`src/sv/duart_pkg.sv`:
```
package duart_pkg;

    // Receive FIFO depth per channel and channel count
    localparam int RX_FIFO_DEPTH = 3;
    localparam int NUM_CHANNELS  = 2;
    localparam int FILL_W        = $clog2(RX_FIFO_DEPTH + 1);

    // Item kinds on the input channel
    localparam logic [1:0] CMD_READ  = 2'd0;
    localparam logic [1:0] CMD_WRITE = 2'd1;
    localparam logic [1:0] CMD_RX    = 2'd2;
    localparam logic [1:0] CMD_TICK  = 2'd3;

    // Register byte offsets
    localparam logic [5:0] REG_CFG_HI     = 6'h00;
    localparam logic [5:0] REG_CFG_LO     = 6'h01;
    localparam logic [5:0] REG_IRQ_LEVEL  = 6'h04;
    localparam logic [5:0] REG_IRQ_VECTOR = 6'h05;
    localparam logic [5:0] REG_MR1_A      = 6'h10;
    localparam logic [5:0] REG_SR_A       = 6'h11;
    localparam logic [5:0] REG_CR_A       = 6'h12;
    localparam logic [5:0] REG_TB_A       = 6'h13;
    localparam logic [5:0] REG_ISR        = 6'h15;
    localparam logic [5:0] REG_MR1_B      = 6'h18;
    localparam logic [5:0] REG_SR_B       = 6'h19;
    localparam logic [5:0] REG_CR_B       = 6'h1A;
    localparam logic [5:0] REG_TB_B       = 6'h1B;
    localparam logic [5:0] REG_OPCR       = 6'h1D;
    localparam logic [5:0] REG_OP_SET     = 6'h1E;
    localparam logic [5:0] REG_OP_CLR     = 6'h1F;
    localparam logic [5:0] REG_MR2_A      = 6'h20;
    localparam logic [5:0] REG_MR2_B      = 6'h21;

    // Command register: low nibble bits, high nibble misc codes
    localparam int CR_RX_ON  = 0;
    localparam int CR_RX_OFF = 1;
    localparam int CR_TX_ON  = 2;
    localparam int CR_TX_OFF = 3;
    localparam logic [3:0] MISC_RESET_RX  = 4'd2;
    localparam logic [3:0] MISC_RESET_TX  = 4'd3;
    localparam logic [3:0] MISC_RESET_ERR = 4'd4;

    // Mode register bits
    localparam int MR1_RX_IRQ_FULL = 6;
    localparam int MR2_LOOPBACK    = 7;

    // Output port: TX handshake pins at 6/7, RX at 4/5 (A then B)
    localparam int OP_TX_BASE = 6;
    localparam int OP_RX_BASE = 4;

    // Interrupt status: TxA 0, RxA 1, TxB 4, RxB 5
    localparam int IRQ_TX_BIT    = 0;
    localparam int IRQ_RX_BIT    = 1;
    localparam int IRQ_CH_STRIDE = 4;

    typedef struct packed {
        logic [1:0] command;
        logic [5:0] offset;
        logic [7:0] data;
        logic       channel;
    } duart_in_t;

    typedef struct packed {
        logic [7:0] read_data;
        logic [7:0] output_port;
        logic [7:0] interrupt_status;
        logic       tx_valid_a;
        logic [7:0] tx_byte_a;
        logic       tx_valid_b;
        logic [7:0] tx_byte_b;
    } duart_out_t;

    // Per-channel operation strobes for one beat
    typedef struct packed {
        logic push_rx;
        logic pop_rx;
        logic cmd_wr;
        logic tx_wr;
        logic mr1_wr;
        logic mr2_wr;
        logic tick;
    } chan_op_t;

    // Per-channel view returned to the shared logic
    typedef struct packed {
        logic [7:0] mode_one;
        logic [7:0] mode_two;
        logic [7:0] status;
        logic [7:0] pop_byte;
        logic       tx_irq_next;
        logic       rx_irq_next;
        logic       hs_fire;
        logic       hs_tx_pin;
        logic       hs_rx_pin;
        logic       tx_fire;
        logic [7:0] tx_byte;
    } chan_info_t;

endpackage

```
`src/sv/duart_chan.sv`:
```
module duart_chan (
    input  logic                  aclk,
    input  logic                  aresetn,
    input  duart_pkg::chan_op_t   op,
    input  logic [7:0]            op_data,
    output duart_pkg::chan_info_t info
);

    localparam int D  = duart_pkg::RX_FIFO_DEPTH;
    localparam int FW = duart_pkg::FILL_W;

    logic [7:0]    mode_one_reg, mode_one_next;
    logic [7:0]    mode_two_reg, mode_two_next;
    logic          rx_en_reg, rx_en_next;
    logic          tx_en_reg, tx_en_next;
    logic          txrdy_reg, txrdy_next;
    logic          overrun_reg, overrun_next;
    logic          rx_irq_reg, rx_irq_next;
    logic [FW-1:0] fill_reg, fill_next;
    logic [7:0]    hold_byte_reg, hold_byte_next;
    logic          hold_full_reg, hold_full_next;
    logic [7:0]    send_byte_reg, send_byte_next;
    logic          send_pending_reg, send_pending_next;
    logic [7:0]    fifo_reg [D];
    logic [7:0]    fifo_next [D];

    logic       push;
    logic       rx_eval;
    logic       hs_fire;
    logic       tx_fire;
    logic [7:0] tx_byte;
    logic [7:0] pop_byte;

    // Control state
    always_ff @(posedge aclk) begin
        if (!aresetn) begin
            mode_one_reg     <= '0;
            mode_two_reg     <= '0;
            rx_en_reg        <= 1'b0;
            tx_en_reg        <= 1'b0;
            txrdy_reg        <= 1'b0;
            overrun_reg      <= 1'b0;
            rx_irq_reg       <= 1'b0;
            fill_reg         <= '0;
            hold_full_reg    <= 1'b0;
            send_pending_reg <= 1'b0;
        end else begin
            mode_one_reg     <= mode_one_next;
            mode_two_reg     <= mode_two_next;
            rx_en_reg        <= rx_en_next;
            tx_en_reg        <= tx_en_next;
            txrdy_reg        <= txrdy_next;
            overrun_reg      <= overrun_next;
            rx_irq_reg       <= rx_irq_next;
            fill_reg         <= fill_next;
            hold_full_reg    <= hold_full_next;
            send_pending_reg <= send_pending_next;
        end
    end

    // Byte storage, no reset needed
    always_ff @(posedge aclk) begin
        hold_byte_reg <= hold_byte_next;
        send_byte_reg <= send_byte_next;
        for (int i = 0; i < D; i++) begin
            fifo_reg[i] <= fifo_next[i];
        end
    end

    // Next state for one beat
    always_comb begin
        mode_one_next     = mode_one_reg;
        mode_two_next     = mode_two_reg;
        rx_en_next        = rx_en_reg;
        tx_en_next        = tx_en_reg;
        txrdy_next        = txrdy_reg;
        overrun_next      = overrun_reg;
        rx_irq_next       = rx_irq_reg;
        fill_next         = fill_reg;
        hold_byte_next    = hold_byte_reg;
        hold_full_next    = hold_full_reg;
        send_byte_next    = send_byte_reg;
        send_pending_next = send_pending_reg;
        for (int i = 0; i < D; i++) begin
            fifo_next[i] = fifo_reg[i];
        end
        rx_eval  = 1'b0;
        hs_fire  = 1'b0;
        tx_fire  = 1'b0;
        tx_byte  = '0;
        pop_byte = '0;

        // in loopback a transmit write lands in our own receiver
        push = op.push_rx || (op.tx_wr && mode_two_reg[duart_pkg::MR2_LOOPBACK]);

        if (op.mr1_wr) begin
            mode_one_next = op_data;
        end
        if (op.mr2_wr) begin
            mode_two_next = op_data;
        end

        // receive: FIFO, then holding register, then overrun
        if (push && rx_en_reg) begin
            if (fill_reg < FW'(D)) begin
                for (int i = 0; i < D; i++) begin
                    if (FW'(i) == fill_reg) begin
                        fifo_next[i] = op_data;
                    end
                end
                fill_next = fill_reg + FW'(1);
            end else if (!hold_full_reg) begin
                hold_byte_next = op_data;
                hold_full_next = 1'b1;
            end else begin
                overrun_next = 1'b1;
            end
            rx_eval = 1'b1;
            hs_fire = 1'b1;
        end

        // pop: shift down, holding byte refills the top slot
        if (op.pop_rx) begin
            if (fill_reg != '0) begin
                pop_byte = fifo_reg[0];
                for (int i = 0; i < D - 1; i++) begin
                    fifo_next[i] = fifo_reg[i + 1];
                end
                if (hold_full_reg) begin
                    fifo_next[D - 1] = hold_byte_reg;
                    hold_full_next   = 1'b0;
                end else begin
                    fill_next = fill_reg - FW'(1);
                end
            end
            rx_eval = 1'b1;
            hs_fire = 1'b1;
        end

        if (rx_eval) begin
            rx_irq_next = mode_one_reg[duart_pkg::MR1_RX_IRQ_FULL] ?
                          (fill_next >= FW'(D)) : (fill_next != '0);
        end

        // command register
        if (op.cmd_wr) begin
            if (op_data[duart_pkg::CR_RX_ON]) begin
                rx_en_next = 1'b1;
            end
            if (op_data[duart_pkg::CR_RX_OFF]) begin
                rx_en_next = 1'b0;
            end
            if (op_data[duart_pkg::CR_TX_ON]) begin
                tx_en_next = 1'b1;
                txrdy_next = 1'b1;
            end
            if (op_data[duart_pkg::CR_TX_OFF]) begin
                tx_en_next = 1'b0;
                txrdy_next = 1'b0;
            end
            unique case (op_data[7:4])
                duart_pkg::MISC_RESET_RX: begin
                    rx_en_next     = 1'b0;
                    fill_next      = '0;
                    hold_full_next = 1'b0;
                    rx_irq_next    = 1'b0;
                end
                duart_pkg::MISC_RESET_TX: begin
                    tx_en_next        = 1'b0;
                    send_pending_next = 1'b0;
                    txrdy_next        = 1'b0;
                end
                duart_pkg::MISC_RESET_ERR: begin
                    overrun_next = 1'b0;
                end
                default: begin
                end
            endcase
            hs_fire = 1'b1;
        end

        // transmit write queues a byte for the next tick
        if (op.tx_wr && !mode_two_reg[duart_pkg::MR2_LOOPBACK] && tx_en_reg) begin
            send_byte_next    = op_data;
            send_pending_next = 1'b1;
            txrdy_next        = 1'b0;
            hs_fire           = 1'b1;
        end

        // tick sends the queued byte
        if (op.tick && send_pending_reg) begin
            tx_fire           = 1'b1;
            tx_byte           = send_byte_reg;
            send_pending_next = 1'b0;
            txrdy_next        = 1'b1;
            hs_fire           = 1'b1;
        end
    end

    // Status: overrun, TxEMP, TxRDY, FFULL, RxRDY from bit 4 down
    always_comb begin
        info.mode_one    = mode_one_reg;
        info.mode_two    = mode_two_reg;
        info.status      = {3'b000, overrun_reg, txrdy_reg, txrdy_reg,
                            fill_reg == FW'(D), fill_reg != '0};
        info.pop_byte    = pop_byte;
        info.tx_irq_next = txrdy_next;
        info.rx_irq_next = rx_irq_next;
        info.hs_fire     = hs_fire;
        info.hs_tx_pin   = (mode_two_next[duart_pkg::MR2_LOOPBACK] && fill_next != '0)
                           || !txrdy_next;
        info.hs_rx_pin   = (fill_next == '0);
        info.tx_fire     = tx_fire;
        info.tx_byte     = tx_byte;
    end

`ifndef SYNTHESIS
    assert property (@(posedge aclk) disable iff (!aresetn)
        fill_reg <= FW'(D))
        else $error("rx fill beyond FIFO depth");

    assert property (@(posedge aclk) disable iff (!aresetn)
        hold_full_reg |-> fill_reg == FW'(D))
        else $error("holding register full while FIFO has room");

    assert property (@(posedge aclk) disable iff (!aresetn)
        (op.pop_rx && hold_full_reg && !op.cmd_wr) |=> fill_reg == FW'(D) && !hold_full_reg)
        else $error("pop with held byte did not refill FIFO");

    assert property (@(posedge aclk) disable iff (!aresetn)
        tx_fire |=> txrdy_reg && !send_pending_reg)
        else $error("transmitter not ready after sending a byte");
`endif

endmodule

```
`src/sv/dual_uart_register_block.sv`:
```
// Two-channel DUART-style register block. Each beat on s_ is one bus read,
// bus write, received byte (s_data.channel picks A or B) or tick, and yields
// exactly one result beat on m_ with read data, output port, interrupt status
// and any byte sent on the tick. The block takes one beat per clock while m_
// is not stalled: a beat is captured in the input register, and all register,
// FIFO and handshake updates are written with its result into the result
// register once the result register is free. While a result waits on m_ready
// the result register holds, the input register takes at most one more beat,
// and then s_ready drops until the result leaves. Each channel has a
// three-deep receive FIFO plus a holding byte; a further byte sets overrun.
// Reads of the transmit/receive offset pop the FIFO.
module dual_uart_register_block (
    input  logic                  aclk,
    input  logic                  aresetn,
    input  logic                  s_valid,
    output logic                  s_ready,
    input  duart_pkg::duart_in_t  s_data,
    output logic                  m_valid,
    input  logic                  m_ready,
    output duart_pkg::duart_out_t m_data
);

    localparam int NCH = duart_pkg::NUM_CHANNELS;

    logic                  in_valid_reg, in_valid_next;
    duart_pkg::duart_in_t  in_item_reg;
    logic                  out_valid_reg, out_valid_next;
    duart_pkg::duart_out_t result_reg, result_next;

    logic [15:0] module_cfg_reg, module_cfg_next;
    logic [7:0]  irq_level_reg, irq_level_next;
    logic [7:0]  irq_vector_reg, irq_vector_next;
    logic [7:0]  out_config_reg, out_config_next;
    logic [7:0]  out_port_reg, out_port_next;

    logic out_free;
    logic advance;
    logic is_rd, is_wr, is_rx, is_tick;
    logic wr_opcr;
    logic [7:0] irq_next;
    logic [7:0] read_data;

    duart_pkg::chan_op_t   ops   [NCH];
    duart_pkg::chan_info_t infos [NCH];

    // Beat handshake: input register feeds result register
    assign out_free = !out_valid_reg || m_ready;
    assign advance  = in_valid_reg && out_free;
    assign s_ready  = !in_valid_reg || out_free;
    assign m_valid  = out_valid_reg;
    assign m_data   = result_reg;

    always_comb begin
        in_valid_next = in_valid_reg;
        if (s_valid && s_ready) begin
            in_valid_next = 1'b1;
        end else if (advance) begin
            in_valid_next = 1'b0;
        end
        out_valid_next = out_valid_reg;
        if (advance) begin
            out_valid_next = 1'b1;
        end else if (m_ready) begin
            out_valid_next = 1'b0;
        end
    end

    always_ff @(posedge aclk) begin
        if (!aresetn) begin
            in_valid_reg   <= 1'b0;
            out_valid_reg  <= 1'b0;
            module_cfg_reg <= '0;
            irq_level_reg  <= '0;
            irq_vector_reg <= '0;
            out_config_reg <= '0;
            out_port_reg   <= '0;
        end else begin
            in_valid_reg   <= in_valid_next;
            out_valid_reg  <= out_valid_next;
            module_cfg_reg <= module_cfg_next;
            irq_level_reg  <= irq_level_next;
            irq_vector_reg <= irq_vector_next;
            out_config_reg <= out_config_next;
            out_port_reg   <= out_port_next;
        end
    end

    always_ff @(posedge aclk) begin
        if (s_valid && s_ready) begin
            in_item_reg <= s_data;
        end
        if (advance) begin
            result_reg <= result_next;
        end
    end

    // Item kind, only while the beat moves on
    assign is_rd   = advance && in_item_reg.command == duart_pkg::CMD_READ;
    assign is_wr   = advance && in_item_reg.command == duart_pkg::CMD_WRITE;
    assign is_rx   = advance && in_item_reg.command == duart_pkg::CMD_RX;
    assign is_tick = advance && in_item_reg.command == duart_pkg::CMD_TICK;
    assign wr_opcr = is_wr && in_item_reg.offset == duart_pkg::REG_OPCR;

    // Channels
    for (genvar c = 0; c < NCH; c++) begin : g_chan
        localparam logic [5:0] OFF_MR1 = (c == 0) ? duart_pkg::REG_MR1_A : duart_pkg::REG_MR1_B;
        localparam logic [5:0] OFF_CR  = (c == 0) ? duart_pkg::REG_CR_A  : duart_pkg::REG_CR_B;
        localparam logic [5:0] OFF_TB  = (c == 0) ? duart_pkg::REG_TB_A  : duart_pkg::REG_TB_B;
        localparam logic [5:0] OFF_MR2 = (c == 0) ? duart_pkg::REG_MR2_A : duart_pkg::REG_MR2_B;

        assign ops[c] = '{
            push_rx: is_rx && in_item_reg.channel == 1'(c),
            pop_rx:  is_rd && in_item_reg.offset == OFF_TB,
            cmd_wr:  is_wr && in_item_reg.offset == OFF_CR,
            tx_wr:   is_wr && in_item_reg.offset == OFF_TB,
            mr1_wr:  is_wr && in_item_reg.offset == OFF_MR1,
            mr2_wr:  is_wr && in_item_reg.offset == OFF_MR2,
            tick:    is_tick
        };

        duart_chan u_chan (
            .aclk    (aclk),
            .aresetn (aresetn),
            .op      (ops[c]),
            .op_data (in_item_reg.data),
            .info    (infos[c])
        );
    end

    // Shared registers and output port
    always_comb begin
        module_cfg_next = module_cfg_reg;
        irq_level_next  = irq_level_reg;
        irq_vector_next = irq_vector_reg;
        out_config_next = out_config_reg;
        out_port_next   = out_port_reg;

        if (is_wr) begin
            unique case (in_item_reg.offset)
                duart_pkg::REG_CFG_HI:     module_cfg_next[15:8] = in_item_reg.data;
                duart_pkg::REG_CFG_LO:     module_cfg_next[7:0]  = in_item_reg.data;
                duart_pkg::REG_IRQ_LEVEL:  irq_level_next        = in_item_reg.data;
                duart_pkg::REG_IRQ_VECTOR: irq_vector_next       = in_item_reg.data;
                duart_pkg::REG_OPCR:       out_config_next       = in_item_reg.data;
                duart_pkg::REG_OP_SET:     out_port_next = out_port_reg | in_item_reg.data;
                duart_pkg::REG_OP_CLR:     out_port_next = out_port_reg & ~in_item_reg.data;
                default: begin
                end
            endcase
        end

        // handshake pins follow channel state where routed
        for (int c = 0; c < NCH; c++) begin
            if (infos[c].hs_fire || wr_opcr) begin
                if (out_config_next[duart_pkg::OP_TX_BASE + c]) begin
                    out_port_next[duart_pkg::OP_TX_BASE + c] = infos[c].hs_tx_pin;
                end
                if (out_config_next[duart_pkg::OP_RX_BASE + c]) begin
                    out_port_next[duart_pkg::OP_RX_BASE + c] = infos[c].hs_rx_pin;
                end
            end
        end

        // interrupt status; break bits are never set
        irq_next = '0;
        for (int c = 0; c < NCH; c++) begin
            irq_next[duart_pkg::IRQ_CH_STRIDE * c + duart_pkg::IRQ_TX_BIT] =
                infos[c].tx_irq_next;
            irq_next[duart_pkg::IRQ_CH_STRIDE * c + duart_pkg::IRQ_RX_BIT] =
                infos[c].rx_irq_next;
        end
    end

    // Read mux
    always_comb begin
        read_data = '0;
        if (is_rd) begin
            unique case (in_item_reg.offset)
                duart_pkg::REG_CFG_HI:     read_data = module_cfg_reg[15:8];
                duart_pkg::REG_CFG_LO:     read_data = module_cfg_reg[7:0];
                duart_pkg::REG_IRQ_LEVEL:  read_data = irq_level_reg;
                duart_pkg::REG_IRQ_VECTOR: read_data = irq_vector_reg;
                duart_pkg::REG_MR1_A:      read_data = infos[0].mode_one;
                duart_pkg::REG_SR_A:       read_data = infos[0].status;
                duart_pkg::REG_TB_A:       read_data = infos[0].pop_byte;
                duart_pkg::REG_ISR:        read_data = irq_next;
                duart_pkg::REG_MR1_B:      read_data = infos[1].mode_one;
                duart_pkg::REG_SR_B:       read_data = infos[1].status;
                duart_pkg::REG_TB_B:       read_data = infos[1].pop_byte;
                duart_pkg::REG_MR2_A:      read_data = infos[0].mode_two;
                duart_pkg::REG_MR2_B:      read_data = infos[1].mode_two;
                default:                   read_data = '0;
            endcase
        end
    end

    // Result beat
    always_comb begin
        result_next.read_data        = read_data;
        result_next.output_port      = out_port_next;
        result_next.interrupt_status = irq_next;
        result_next.tx_valid_a       = infos[0].tx_fire;
        result_next.tx_byte_a        = infos[0].tx_byte;
        result_next.tx_valid_b       = infos[1].tx_fire;
        result_next.tx_byte_b        = infos[1].tx_byte;
    end

endmodule
```
`config.mk`:
```
export PLATFORM = sky130hd
export DESIGN_NAME = dual_uart_register_block
export DESIGN_NICKNAME = d
export VERILOG_FILES = /design/src/sv/duart_pkg.sv /design/src/sv/duart_chan.sv /design/src/sv/dual_uart_register_block.sv
export SDC_FILE = /design/constraint.sdc
export NUM_CORES = 1
export LEC_CHECK = 0
export BUFFER_PORTS_ARGS = -buffer_cell sky130_fd_sc_hd__clkbuf_2
export CAP_MARGIN = 20
export CORE_UTILIZATION = 25
export DETAILED_ROUTE_END_ITERATION = 16
export HOLD_SLACK_MARGIN = 0.05
export PLACE_DENSITY = 0.37
export SLEW_MARGIN = 25
export SYNTH_ARGS = -nofsm -noshare
export SYNTH_HDL_FRONTEND = slang
export SYNTH_SLANG_ARGS = --single-unit
```
`constraint.sdc`:
```
create_clock -name aclk -period 4.1 [get_ports aclk]
set_clock_uncertainty 0.1 [all_clocks]
set_input_delay 0.615 -clock aclk [delete_from_list [all_inputs] [get_ports aclk]]
set_output_delay 0.615 -clock aclk [all_outputs]
set_load 0.01 [all_outputs]
```
==> flow_summary_export.csv, run 1 <==
group,metric,value,unit
timing,max_slew_margin,0.3804,
worst_setup_path,rr_worst_depth,7,
synth,synth_cell_types,74,
worst_setup_path,crit_chain,"nor4b_4 -> nand2_2 -> o31ai_4 -> nor2b_1 -> nand2_1 -> mux2i_1 -> a21oi_1",
floorplanning,dieArea,40420,sq um
timing,period_share,0.7539,
worst_setup_path,cp_top_family,"simple AND/OR/NAND/NOR gates",
clock_network,hold_buffers,0,
worst_setup_path,startpoint_type,"flop",
floorplanning,die_h,201.1,microns
synth,ys.flop_type,"dfxtp_1",
drt,wl_met2,13900,microns
clock_network,cts-htree-levels,1,
grt,grt_usage,0.1509,
final_layout,largest_register_ffs,48,
grt,grt_pass1_wl,46220,microns
clock_network,path_clk_slew,60,ps
worst_hold_path,hold_end,"in_item_reg[15]",
worst_setup_path,reg2reg_to,"g_chan[0].u_chan.fifo_reg[0][23]",
final_layout,drive_gt1_frac,0.1678,
clock_network,cts_buffers,28,
power_and_ir_drop,power,4.980,mW
placement,place_ws,880.5,ps
worst_setup_path,required,4400,ps
worst_setup_path,crit_type,"reg -> reg",
final_layout,utilization,0.3028,
synth,ys_ff_latch,231,
timing,setup_viol,0,
timing,slew_viol_final,0,
synth,ys_seq_area_frac,0.5548,
timing,rsz0062_at_grt,"no",
clock_network,cts_root_buffer,"clkbuf_16",
floorplanning,start_util,0.2551,
floorplanning,rows,72,
worst_setup_path,cp_max_fo,9,
synth,synth_most_common_cell,"dfxtp_1",
final_layout,fin_cells,1508,
worst_setup_path,endpoint_kind,"flop",
timing,tightestPinTransition,921.5,ps
worst_setup_path,critical_path_arrival,3390,ps
worst_setup_path,path_buf_inv,0,
clock_network,cts_tree,"yes",
drt,vias_per_cell,4.562,
timing,final_hold_viol_count,0,
drt,drt_iter0_markers,404,
final_layout,nNetsFinal,997,
synth,yosysWarnings,0,
synth,synth_edf_count,87,
drt,top_layer,"met4",
drt,drt_wl_total,30400,microns
clock_network,clock_latency,550,ps
synth,synth.avg_cell_area,11.06,sq um
drt,routedWlPerCell,20.16,microns
timing,fmax,323.5,MHz
drt,drcViolationCount,0,
timing,tns,0,ps
synth,synth.largest_area_cell,"dfxtp_1",
clock_network,cts_resized,0,
power_and_ir_drop,vdd_drop_max,268.1,uV
synth,synth_area,9906,sq um
final_layout,area_growth,18.69,%
clock_network,cts_max_path_buffers,3,
timing,setup_slack,1009,ps
synth,async_flop_share,0,
flow_run,cap_violations,0,
drt,routed-wl-met3,892,microns
floorplanning,coreArea,38830,sq um
worst_setup_path,r2r-start,"in_item_reg[14]",
clock_network,cts_sinks,231,
worst_hold_path,min_path_cells,1,
worst_setup_path,critPathMaxStageDelay,560,ps
grt,grt-ovfl-total,0,
placement,dp.cells,1456,
power_and_ir_drop,power-per-cell-area,423.6,nW/um^2
placement,hpwl,20130,microns
synth,synth_common_cells,"144 x dfxtp_1, 120 x mux2i_1, 87 x edfxtp_1",
grt,antenna_found_initial,0,
drt,dr.pass1.iters,4,
floorplanning,num_io_pins,65,
timing,period_minus_slack,3091,ps
synth,synth_area_leaders,"dfxtp_1 29%, edfxtp_1 26%, mux2i_1 12%",
synth,syn_inst,896,
grt,grt_pass1_vias,6818,
placement,io_buffers,60,
grt,grt_max_degree,42,
worst_setup_path,cpMaxStageDelayCell,"edfxtp_1",
power_and_ir_drop,p_leak,4.278,nW
worst_hold_path,hp-start,"s_data[15]",
worst_setup_path,reg2reg_slack,1010,ps
clock_network,post-cts-setup-buffers,0,
floorplanning,die_w,201.1,microns
outcome,outcome,"completed",
placement,gp_congestion,0.7653,
synth,synth_top_area_frac,0.2910,
drt,met1_length,14990,microns
worst_hold_path,min_path_type,"in -> reg",
drt,via_count,6879,
drt,postRouteAntennaNets,0,
==> worst reg2reg max path, cell delays in order, from the launching register on <==
cell      delay, ps
edfxtp_1        560
nor4b_4         500
nand2_2         230
o31ai_4         490
nor2b_1         280
nand2_1         410
mux2i_1         300
a21oi_1          80
==> worst max path at each step <==
stage	startpoint	to	slack (ps)	cells after the start
after CTS	in_item_reg[14]	g_chan[0].u_chan.fifo_reg[0][12]	1020	7
final	in_item_reg[14]	g_chan[0].u_chan.fifo_reg[0][23]	1010	7
after floorplan	m_ready	m_data[38]	820	9
after global placement	m_ready	m_data[39]	890	9
after global routing	in_item_reg[14]	g_chan[0].u_chan.fifo_reg[0][14]	790	7
after detailed placement	m_ready	m_data[39]	880	9
==> cell usage in the layout, fill, tap and decap left out, drive strengths merged, types with 7 or more instances in the layout <==
| cell type | n |
|---|---|
| a21oi | 39 |
| a22o | 8 |
| a22oi | 13 |
| a31oi | 10 |
| and2 | 32 |
| buf | 30 |
| clkbuf | 100 |
| clkinv | 11 |
| dfxtp | 144 |
| edfxtp | 87 |
| ha | 8 |
| inv | 12 |
| mux2i | 121 |
| nand2 | 84 |
| nand3 | 8 |
| nor2 | 59 |
| nor2b | 75 |
| nor3 | 14 |
| nor4 | 7 |
| o21ai | 44 |
==> cell families (layout without fill, tap and decap cells) <==
logic type / after synthesis / in the layout / synth area share
other: 1 / 5 / 0.0003786
muxes: 125 / 125 / 0.1281
and+or+nand+nor: 316 / 316 / 0.1768
AOI/OAI and AO/OA: 150 / 150 / 0.1010
adders and majority gates: 9 / 9 / 0.01124
DFF: 231 / 231 / 0.5548
buffers and inverters: 64 / 154 / 0.02766
==> layer usage <==
layer / GRT usage / up-vias
met1: 0.2134 / 3383
met3: 0.01802 / 43
met2: 0.2417 / 97
met5: 0 / -
li1: - / 3356
met4: 0.04062 / 0
==> power by group <==
group          leakage (nW)  internal [mW]  total [mW]  switching (mW)
clock                 0.429           1.39        2.37           0.984
sequential             1.97           2.41        2.43          0.0275
combinational          1.88         0.0526       0.172           0.119
==> per-stage QoR <==
| step | hold slack (ps) | instance area [sq um] |
|---|---|---|
| 2_1_floorplan | 324.8 | 9917 |
| 3_3_place_gp | 348.4 | 10870 |
| 3_5_place_dp | 352.0 | 10880 |
| 4_1_cts | 121.9 | 11760 |
| 5_1_grt | 118.1 | 11760 |
| 6_report | 144.9 | 11760 |
==> final cells by class <==
| cell class | instances | area [sq um] |
|---|---|---|
| Multi-Input combinational cell | 604 | 4159 |
| Clock buffer | 40 | 787.0 |
| Sequential cell | 231 | 5495 |
| Timing Repair Buffer | 90 | 533.0 |
| Fill cell | 3995 | 27070 |
| Inverter | 13 | 48.80 |
| Antenna cell | 1 | 2.502 |
| Tap cell | 518 | 648.1 |
| Clock inverter | 11 | 83.83 |
No activity file was read; power rests on OpenSTA's default activity.
==> inputs of run 2 (changes only) <==
Settings changed: PLACE_DENSITY 0.37 to 0.38.
Clock period 4.1 ns to 2.8 ns, I/O delays scaled along.
==> run 2 against run 1 <==
Worst hold slack worse by 8.3 ps; first-iteration DRC count is 7.4% lower; design area is 6.6% higher; combinational power is 74% higher; sequential power is 47% higher; non-clock buffer count is 71 higher; highest routed layer unchanged.
==> flow_summary_export.csv, run 2 (synthesis gave the netlist of run 1 again) <==
group,metric,value,unit
outcome,outcome,"completed",
clock_network,cts-htree-levels,1,
worst_setup_path,cp_top_family,"simple AND/OR/NAND/NOR gates",
drt,vias_per_cell,4.517,
worst_setup_path,reg2reg_slack,150,ps
floorplanning,coreArea,38830,sq um
floorplanning,num_io_pins,65,
drt,dr.pass1.iters,7,
timing,rsz0062_at_grt,"no",
timing,fmax,376.7,MHz
clock_network,cts_tree,"yes",
drt,routedWlPerCell,18.94,microns
worst_setup_path,crit_chain,"and4bb_4 -> nand2_4 -> or3_4 -> or3_1 -> o211ai_2 -> maj3_2 -> mux2i_4 -> a31o_1",
timing,setup_viol,0,
worst_setup_path,cpMaxStageDelayCell,"edfxtp_1",
worst_setup_path,critPathMaxStageDelay,500,ps
grt,grt_usage,0.1483,
clock_network,cts_max_path_buffers,3,
placement,io_buffers,60,
drt,drcViolationCount,0,
flow_run,cap_violations,0,
drt,drt_wl_total,29940,microns
timing,period_minus_slack,2655,ps
placement,gp_congestion,0.7880,
clock_network,cts_sinks,231,
floorplanning,rows,72,
grt,grt-ovfl-total,0,
timing,final_hold_viol_count,0,
final_layout,nNetsFinal,1069,
clock_network,path_clk_slew,60,ps
clock_network,clock_latency,550,ps
worst_setup_path,startpoint_type,"flop",
final_layout,diodes,0,
drt,via_count,7141,
grt,grt_pass1_wl,45690,microns
timing,tns,0,ps
floorplanning,die_h,201.1,microns
timing,tightestPinTransition,718.4,ps
drt,postRouteAntennaNets,0,
floorplanning,start_util,0.2551,
worst_setup_path,critical_path_arrival,2860,ps
grt,grt_max_degree,49,
final_layout,n_fill_cell,3978,
timing,max_slew_margin,0.5211,
placement,dp.cells,1505,
grt,antenna_found_initial,1,
final_layout,largest_register_ffs,48,
final_layout,fin_cells,1581,
clock_network,cts_buffers,29,
power_and_ir_drop,power-per-cell-area,616.1,nW/um^2
timing,slew_viol_final,0,
clock_network,cts_root_buffer,"clkbuf_16",
final_layout,mostFrequentLayoutCell,"dfxtp_1",
drt,drt_iter0_markers,374,
worst_setup_path,endpoint_kind,"flop",
grt,grt_pass1_vias,7343,
power_and_ir_drop,vdd_drop_max,429.7,uV
final_layout,layout_common_cells,"144 x dfxtp_1, 120 x mux2i_1, 87 x edfxtp_1",
floorplanning,dieArea,40420,sq um
placement,hpwl,20810,microns
timing,period_share,0.9482,
power_and_ir_drop,p_leak,4.704,nW
worst_setup_path,required,3010,ps
final_layout,drive_gt1_frac,0.2173,
worst_setup_path,crit_type,"reg -> reg",
worst_hold_path,min_path_type,"in -> reg",
floorplanning,die_w,201.1,microns
final_layout,area_growth,26.58,%
worst_setup_path,path_buf_inv,0,
worst_setup_path,cp_max_fo,6,
-- run 2: path summary, 6_finish.rpt --
path | startpoint | end | depth (start not counted)
setup / recovery | in_item_reg[11] | m_data[39] | 8
hold / removal | m_ready | m_valid | 3
setup reg to reg | in_item_reg[11] | m_data[39] | 8
hold reg to reg | g_chan[0].u_chan.fifo_reg[0][21] | g_chan[0].u_chan.fifo_reg[0][13] | 2
-- run 2: per-layer routing --
| layer | share of wire | vias up | wire length [microns] | GRT usage |
|---|---|---|---|---|
| li1 | - | 3501 | - | - |
| met1 | 0.47 | 3462 | 14150 | 0.2007 |
| met2 | 0.46 | 124 | 13730 | 0.2446 |
| met3 | 0.038 | 54 | 1132 | 0.01851 |
| met4 | 0.031 | 0 | 930 | 0.04744 |
| met5 | 0 | - | 0 | 0 |
-- run 2: tightest hold or removal path, delay by kind of cell --
kind / cells / cell delay [ps]
compound gates: 1 / 160
simple gates: 1 / 60
buf+inv: 1 / 90
-- run 2: layout make-up --
type / instances / area (sq um) / area share
clock buffer: 40 / 877.1 / 0.06995
clock inverter: 14 / 125.1 / 0.009979
inverter: 13 / 48.80 / 0.003892
multi-input combinational: 604 / 4178 / 0.3332
sequential: 231 / 5495 / 0.4383
tap: 518 / 648.1 / 0.05169
timing repair buffer: 161 / 1166 / 0.09300
-- run 2: timing repair --
item,CTS,global route
resized for setup,1,3
endpoints found under the hold margin,18,0
setup endpoints to repair,2,8
pin swaps,0,3
setup buffers,0,4
gates cloned,0,0
hold buffers,18,0
-- run 2: through the flow --
stage	instance area, sq um	utilization	power [mW]	worst slack, ps	hold WS (ps)
after floorplan	9918	-	3.762	163.0	324.8
after CTS	12480	0.3215	7.862	2.183	107.8
after detailed placement	11290	0.2909	3.915	-38.94	355.0
final	12540	0.3229	7.725	145.1	136.6
after global routing	12540	0.3229	7.999	18.57	146.3
after global placement	11290	0.2909	3.917	-70.90	345.2
-- run 2: report_power, final --
group	internal [mW]	switching, mW
Clock	2.37	1.50
Combinational	0.113	0.187
Sequential	3.52	0.0345
